**src/hdl/sit_pkg.sv**
```systemverilog
// ----------------------------------------------------------------------------
// sit_pkg
// Types and constants shared by the segment intersection test pipeline.
// ----------------------------------------------------------------------------
package sit_pkg;

   localparam int CB = 16;
   localparam int FB = 16;

   typedef struct packed {
      logic signed [CB-1:0] p_start_x;
      logic signed [CB-1:0] p_start_y;
      logic signed [CB-1:0] p_end_x;
      logic signed [CB-1:0] p_end_y;
      logic signed [CB-1:0] q_start_x;
      logic signed [CB-1:0] q_start_y;
      logic signed [CB-1:0] q_end_x;
      logic signed [CB-1:0] q_end_y;
   } req_type;

   typedef struct packed {
      logic                 hit;
      logic                 degenerate;
      logic [FB:0]          alpha_p;
      logic [FB:0]          alpha_q;
      logic signed [CB-1:0] cross_x;
      logic signed [CB-1:0] cross_y;
   } rsp_type;

endpackage

```
**src/hdl/sit_div.sv**
```systemverilog
// ----------------------------------------------------------------------------
// sit_div
// Pipelined restoring fraction divider: q = floor(n * 2^F / d), one bit per
// stage, for 0 < n < d. Stalls with the enclosing pipeline.
// ----------------------------------------------------------------------------
module sit_div
   import sit_pkg::*;
#(
   parameter int NB = 34,
   parameter int F  = 16
) (
   input  logic          clock,
   input  logic          en,
   input  logic [NB-1:0] n,
   input  logic [NB-1:0] d,
   output logic [F-1:0]  q
);

   logic [NB:0]   r_ff [F];
   logic [NB-1:0] d_ff [F];
   logic [F-1:0]  q_ff [F];

   always_ff @(posedge clock) begin
      if (en) begin
         for (int i = 0; i < F; i++) begin
            logic [NB+1:0] t;
            logic [NB:0]   rp;
            logic [NB-1:0] dp;
            logic [F-1:0]  qp;
            rp = (i == 0) ? {1'b0, n} : r_ff[i-1];
            dp = (i == 0) ? d : d_ff[i-1];
            qp = (i == 0) ? '0 : q_ff[i-1];
            t  = {rp, 1'b0};
            if (t >= {2'b00, dp}) begin
               r_ff[i] <= (NB+1)'(t - {2'b00, dp});
               q_ff[i] <= {qp[F-2:0], 1'b1};
            end else begin
               r_ff[i] <= (NB+1)'(t);
               q_ff[i] <= {qp[F-2:0], 1'b0};
            end
            d_ff[i] <= dp;
         end
      end
   end

   assign q = q_ff[F-1];

endmodule

```
**config.mk**
```make
export PLATFORM = sky130hd
export DESIGN_NAME = sit_div
export DESIGN_NICKNAME = d
export VERILOG_FILES = /design/src/hdl/sit_pkg.sv /design/src/hdl/sit_div.sv
export SDC_FILE = /design/constraint.sdc
export NUM_CORES = 2
export LEC_CHECK = 0
export BUFFER_PORTS_ARGS = -buffer_cell sky130_fd_sc_hd__buf_4
export CAP_MARGIN = 20
export CORE_MARGIN = 1
export CORE_UTILIZATION = 40
export DETAILED_ROUTE_END_ITERATION = 8
export PLACE_DENSITY = 0.64
export SKIP_LAST_GASP = 1
export SLEW_MARGIN = 20
export SYNTH_ARGS = -nofsm -noshare
export SYNTH_HDL_FRONTEND = slang
export SYNTH_SLANG_ARGS = --single-unit
```
**constraint.sdc**
```tcl
create_clock -name clock -period 6.3 [get_ports clock]
set_input_delay 0.315 -clock clock [delete_from_list [all_inputs] [get_ports clock]]
set_output_delay 0.315 -clock clock [all_outputs]
set_load 0.02 [all_outputs]
```
**After elaboration in Yosys (flattened, before gate mapping)**

Memory sizes are Yosys's and may differ from the RTL's.
Cells that the tools add are included.

- Flip-flop bits (word level): 0
- Memory bits (writable): 1360
- Bits of input ports: 70
- Output and inout bits: 16
- Logic and storage cells: 197
- Memories kept: 3

Memories:

| memory | depth | width | read ports | clocked after Yosys merged registers in | wr ports | RTL line | source |
|---|---|---|---|---|---|---|---|
| r_ff | 16 | 35 | 15 | 0 | 16 | sit_div.sv:19 | `logic [NB:0] r_ff [F];` |
| d_ff | 16 | 34 | 15 | 0 | 16 | sit_div.sv:20 | `logic [NB-1:0] d_ff [F];` |
| q_ff | 16 | 16 | 16 | 0 | 16 | sit_div.sv:21 | `logic [F-1:0] q_ff [F];` |

- Add/sub/neg operators: 16
- $lt $le $gt $ge: 16
- Mux-type cells: 130
- Bitwise logic cells: 32

Operators with widths:

| kind | count |
|---|---|
| $mux 35 | 16 |
| $sub 35x34->35 | 16 |
| $ge 36x34->1 | 15 |
| $mux 16 | 16 |
| $mux 1 | 98 |
| $ge 35x34->1 | 1 |
| $or 1x1->1 | 32 |

**Longest topological paths before layout**

- Word-level depth: 5
- Gate-level depth with buffers: 15
- Depth with buffers taken out: 13

**Worst setup path after synthesis**

No wires, ideal clock.

- Kind: register to register
- From: memory r_ff[0][245] in the netlist's numbering
- To: memory r_ff[1][11] in the netlist's numbering, data pin
- Setup time: 0.266 ns
- Data arrival time: 3.069 ns
- Required time: 6.034 ns
- Slack: 2.965 ns
- Cell stages (with the launch flop): 13
- Buffers on the path: 2
- Period minus slack after synthesis: 3.335 ns
- Cells stage by stage: edfxtp_1 > fa_1 > a211oi_1 > o21ai_0 > a31oi_1 > o21a_1 > o21ai_0 > a2111oi_2 > nor2_1 > buf_4 > buf_6 > mux2i_1 > nor2_1

RTL lines:

| what | RTL line |
|---|---|
| from (decl) | sit_div.sv:19 |

==> impl_metrics.toml <==
[global_routing]
groute.usage.overall_pct = 17.2
first_global_vias = 48421
grt_start_max_net_pins = 184
grt_first_pass_wirelength_mm = 242
initial_antenna_violation_count = 2
grt_remaining_overflow = 0

[finish]
net_count_final = 7223
postLayoutCellArea_mm2 = 0.0777
utilization_pct = 45.1
finalNonFillerCells = 9010
post_route_cells_drive_above_1_share_pct = 7.79
syn_to_final_growth_pct = 11.6

[power_and_ir_drop]
p_int_uw = 23200
power.share.switching_pct = 36.8
p_seq_share_pct = 34.3
leakagePower_uw = 0.0319
cell_area_power_density_mw_per_mm2 = 473
clkPwrFrac_pct = 20.6
peakVddDrop_mv = 0.226
power.combinational.fraction_pct = 45.1
p_sw_uw = 13500

[worst_setup_path]
rr_startpoint = "r_ff[0][1]"
timing.critical_path.to_type = "flip-flop"
worst-setup-path-type = "reg2reg"
origin_of_the_worst_setup_path = "r_ff[0][1]"
rr_endpoint = "r_ff[0][43]"
reg2reg_setup_slack_ns = 1.86
rr_worst_depth = 11
path_max_fanout = 50
cp-start-kind = "flip-flop"
crit_arrival_ns = 4.93
worst-endpoint-required_ns = 6.79
worst_setup_path_end = "r_ff[0][43]"

[sta]
max_slew.worst_pin.slew_ns = 1.11
grt_setup_unrepaired = "false"
totalNegativeSetupSlack_ns = 0
finalSetupViolations = 0
worst_clock_skew_ns = 0.0306
setup_slack_ns = 1.86
highest_clock_rate_mhz = 225
crit_share_post_route_pct = 70.5
timing.slew.headroom_pct = 25.5
period_needed_ns = 4.44
final_hold_viol_count = 0
timing.final.max_slew_violations = 0

[yosys]
postSynth.asyncResetShare_pct = 0
total_of_flip_flops_plus_latches_after_synthesis = 1171
synth_most_common_cell = "sky130_fd_sc_hd__edfxtp_1"
netlist.area_leader.share_pct = 50.4
netlist_instances = 6451
synth_flop_cell = "sky130_fd_sc_hd__edfxtp_1"
synth.net_count = 7079
post_synth_num_cell_types = 95
yosysWarnings = 0
synth_edf_count = 1169
avgSynthCellArea_um2 = 10.8
area_contributors_post_synth = "sky130_fd_sc_hd__edfxtp_1 50%, sky130_fd_sc_hd__ha_1 9.8%, sky130_fd_sc_hd__a21oi_1 3.9%, sky130_fd_sc_hd__inv_1 3.5%, sky130_fd_sc_hd__o21ai_0 3.2%"
synth.cell_area_mm2 = 0.0696
synthDominantAreaCellType = "sky130_fd_sc_hd__edfxtp_1"
synth_sequential_area_ratio_pct = 50.5
post_synth_most_frequent_cells = "1169 x sky130_fd_sc_hd__edfxtp_1, 652 x sky130_fd_sc_hd__inv_1, 545 x sky130_fd_sc_hd__a21oi_1, 543 x sky130_fd_sc_hd__ha_1, 473 x sky130_fd_sc_hd__nand2_1"

[min_path]
hold_depth = 2
worst_hold_path_type = "in2reg"

[drt]
route.detailed.drc = 0
drt_first_iter_violations = 2529
detail_route.wl_per_cell_um = 16.9
wl_mm = 153
detailroute.via_count = 47373
drt_pre_antenna_iters = 6
via_per_inst = 5.26
final_antenna_net_count = 0

[cts]
htreeDepth = 4
clk_pin_slew_worst_paths_ns = 0.05
clock_sink_count = 1171
cts_tree = "done"
worstSkewPairLatency_ns = 0.77
cts-root-to-sink-buffers = 3
numCtsBuffers = 140
clockRootBuffer = "sky130_fd_sc_hd__clkbuf_16"

[placed_design]
final_hpwl_from_detailed_placement_mm = 118
io_buffers = 85
placed_cells_incl_taps = 8694
globalplace.congestion = 0.927
placed_area_mm2 = 0.0727
pre_cts_slack_ns = 1.87

[floorplan]
rows = 152
core_area_mm2 = 0.172
die_h_um = 419
floorplan.initialDensity_pct = 40.4
floorplan.io_pins = 86
die_area_mm2 = 0.176
die_x_um = 419

[run_status]
outcome = "finished clean"

[flow_run]
timing.max_cap.violations = 0
timing repair:
item | 4_1_cts | 5_1_grt
hold endpoints to repair | 78 | 0
buffers inserted | 0 | 0
resized for setup | 0 | 0
setup endpoints to repair | 0 | 0
hold buffers | 69 | 0
cell families (layout without fill, tap and decap cells):
family / Yosys count / count (layout) / share of synthesized area, %
buf+inv: 846 / 1093 / 4.79
compound gates: 1813 / 1813 / 16.4
simple gates: 1451 / 1451 / 9.89
other cells: 0 / 2 / 0
fa+ha+maj: 558 / 558 / 10.2
mux: 174 / 174 / 2.80
xor+xnor: 438 / 438 / 5.51
flops: 1171 / 1171 / 50.5
per-stage QoR:
step	hold slack, ns	total power (uW)
floorplan	0.400	25300
CTS	0.207	37000
finish	0.275	36800
global route	0.247	39400
global placement	0.403	28900
detailed placement	0.405	29200
power by group through the flow:
stage / Combinational [uW] / Sequential (uW) / Clock [uW]
finish: 16600 / 12600 / 7580
detailed placement: 16500 / 12700 / 0
global route: 18500 / 12800 / 8080
floorplan: 13000 / 12300 / 0
CTS: 16600 / 12600 / 7800
global placement: 16200 / 12700 / 0
sequential cells by signal, indices dropped and copies added (netlist names):
signal,flops
r_ff,525
d_ff,510
q_ff,136
cell type report:
cell class | count | area (um^2)
Inverter | 653 | 2450
Timing Repair Buffer | 195 | 1690
Sequential cell | 1171 | 35100
Clock buffer | 174 | 3650
Tap cell | 2310 | 2890
Clock inverter | 71 | 648
Fill cell | 15860 | 94600
Antenna cell | 2 | 5.00
Multi-Input combinational cell | 4434 | 31200
cells in the final DEF (no fill, tap or decap), drive strengths merged, types with 70 or more instances in the layout:
master,Yosys,final
mux2,138,138
nor2b,70,70
buf,65,126
ha,543,543
o21a,79,79
xnor2,252,252
nand3,108,108
inv,653,662
nand4,88,88
o21ai,459,459
a21oi,548,548
nand2,473,473
nor2,367,367
xor2,186,186
a21o,289,289
edfxtp,1169,1169
clkbuf,128,174
critical path, cell delays in order, from the launching register on:
cell	delay, ns
sky130_fd_sc_hd__edfxtp_1	0.39
sky130_fd_sc_hd__ha_1	0.37
sky130_fd_sc_hd__nor2b_1	0.17
sky130_fd_sc_hd__o31a_1	0.28
sky130_fd_sc_hd__o311ai_1	0.45
sky130_fd_sc_hd__a21oi_1	0.19
sky130_fd_sc_hd__o22a_1	0.33
sky130_fd_sc_hd__a21oi_1	0.45
sky130_fd_sc_hd__o21a_1	0.25
sky130_fd_sc_hd__o211a_2	0.79
sky130_fd_sc_hd__buf_4	0.34
sky130_fd_sc_hd__o21ai_0	0.13
metal layers:
layer	track usage, %	vias up	routed length, um
li1	-	23899	-
met1	16.3	22132	55900
met2	34.0	913	82200
met3	2.29	429	4280
met4	11.1	0	10100
met5	0	-	0
worst min-delay path by stage:
| stage | start | endpoint | slack [ns] |
|---|---|---|---|
| 2_1_floorplan | q_ff[0][83] | q_ff[0][100] | 0.40 |
| 3_3_place_gp | q_ff[1][37] | q_ff[1][54] | 0.40 |
| 3_5_place_dp | q_ff[1][19] | q_ff[1][36] | 0.40 |
| 4_1_cts | d[24] | d_ff[0][24] | 0.21 |
| 5_1_grt | d[23] | d_ff[0][23] | 0.25 |
| 6_report | d[24] | d_ff[0][24] | 0.28 |
Note: power is estimated with default switching activity, not from simulation.
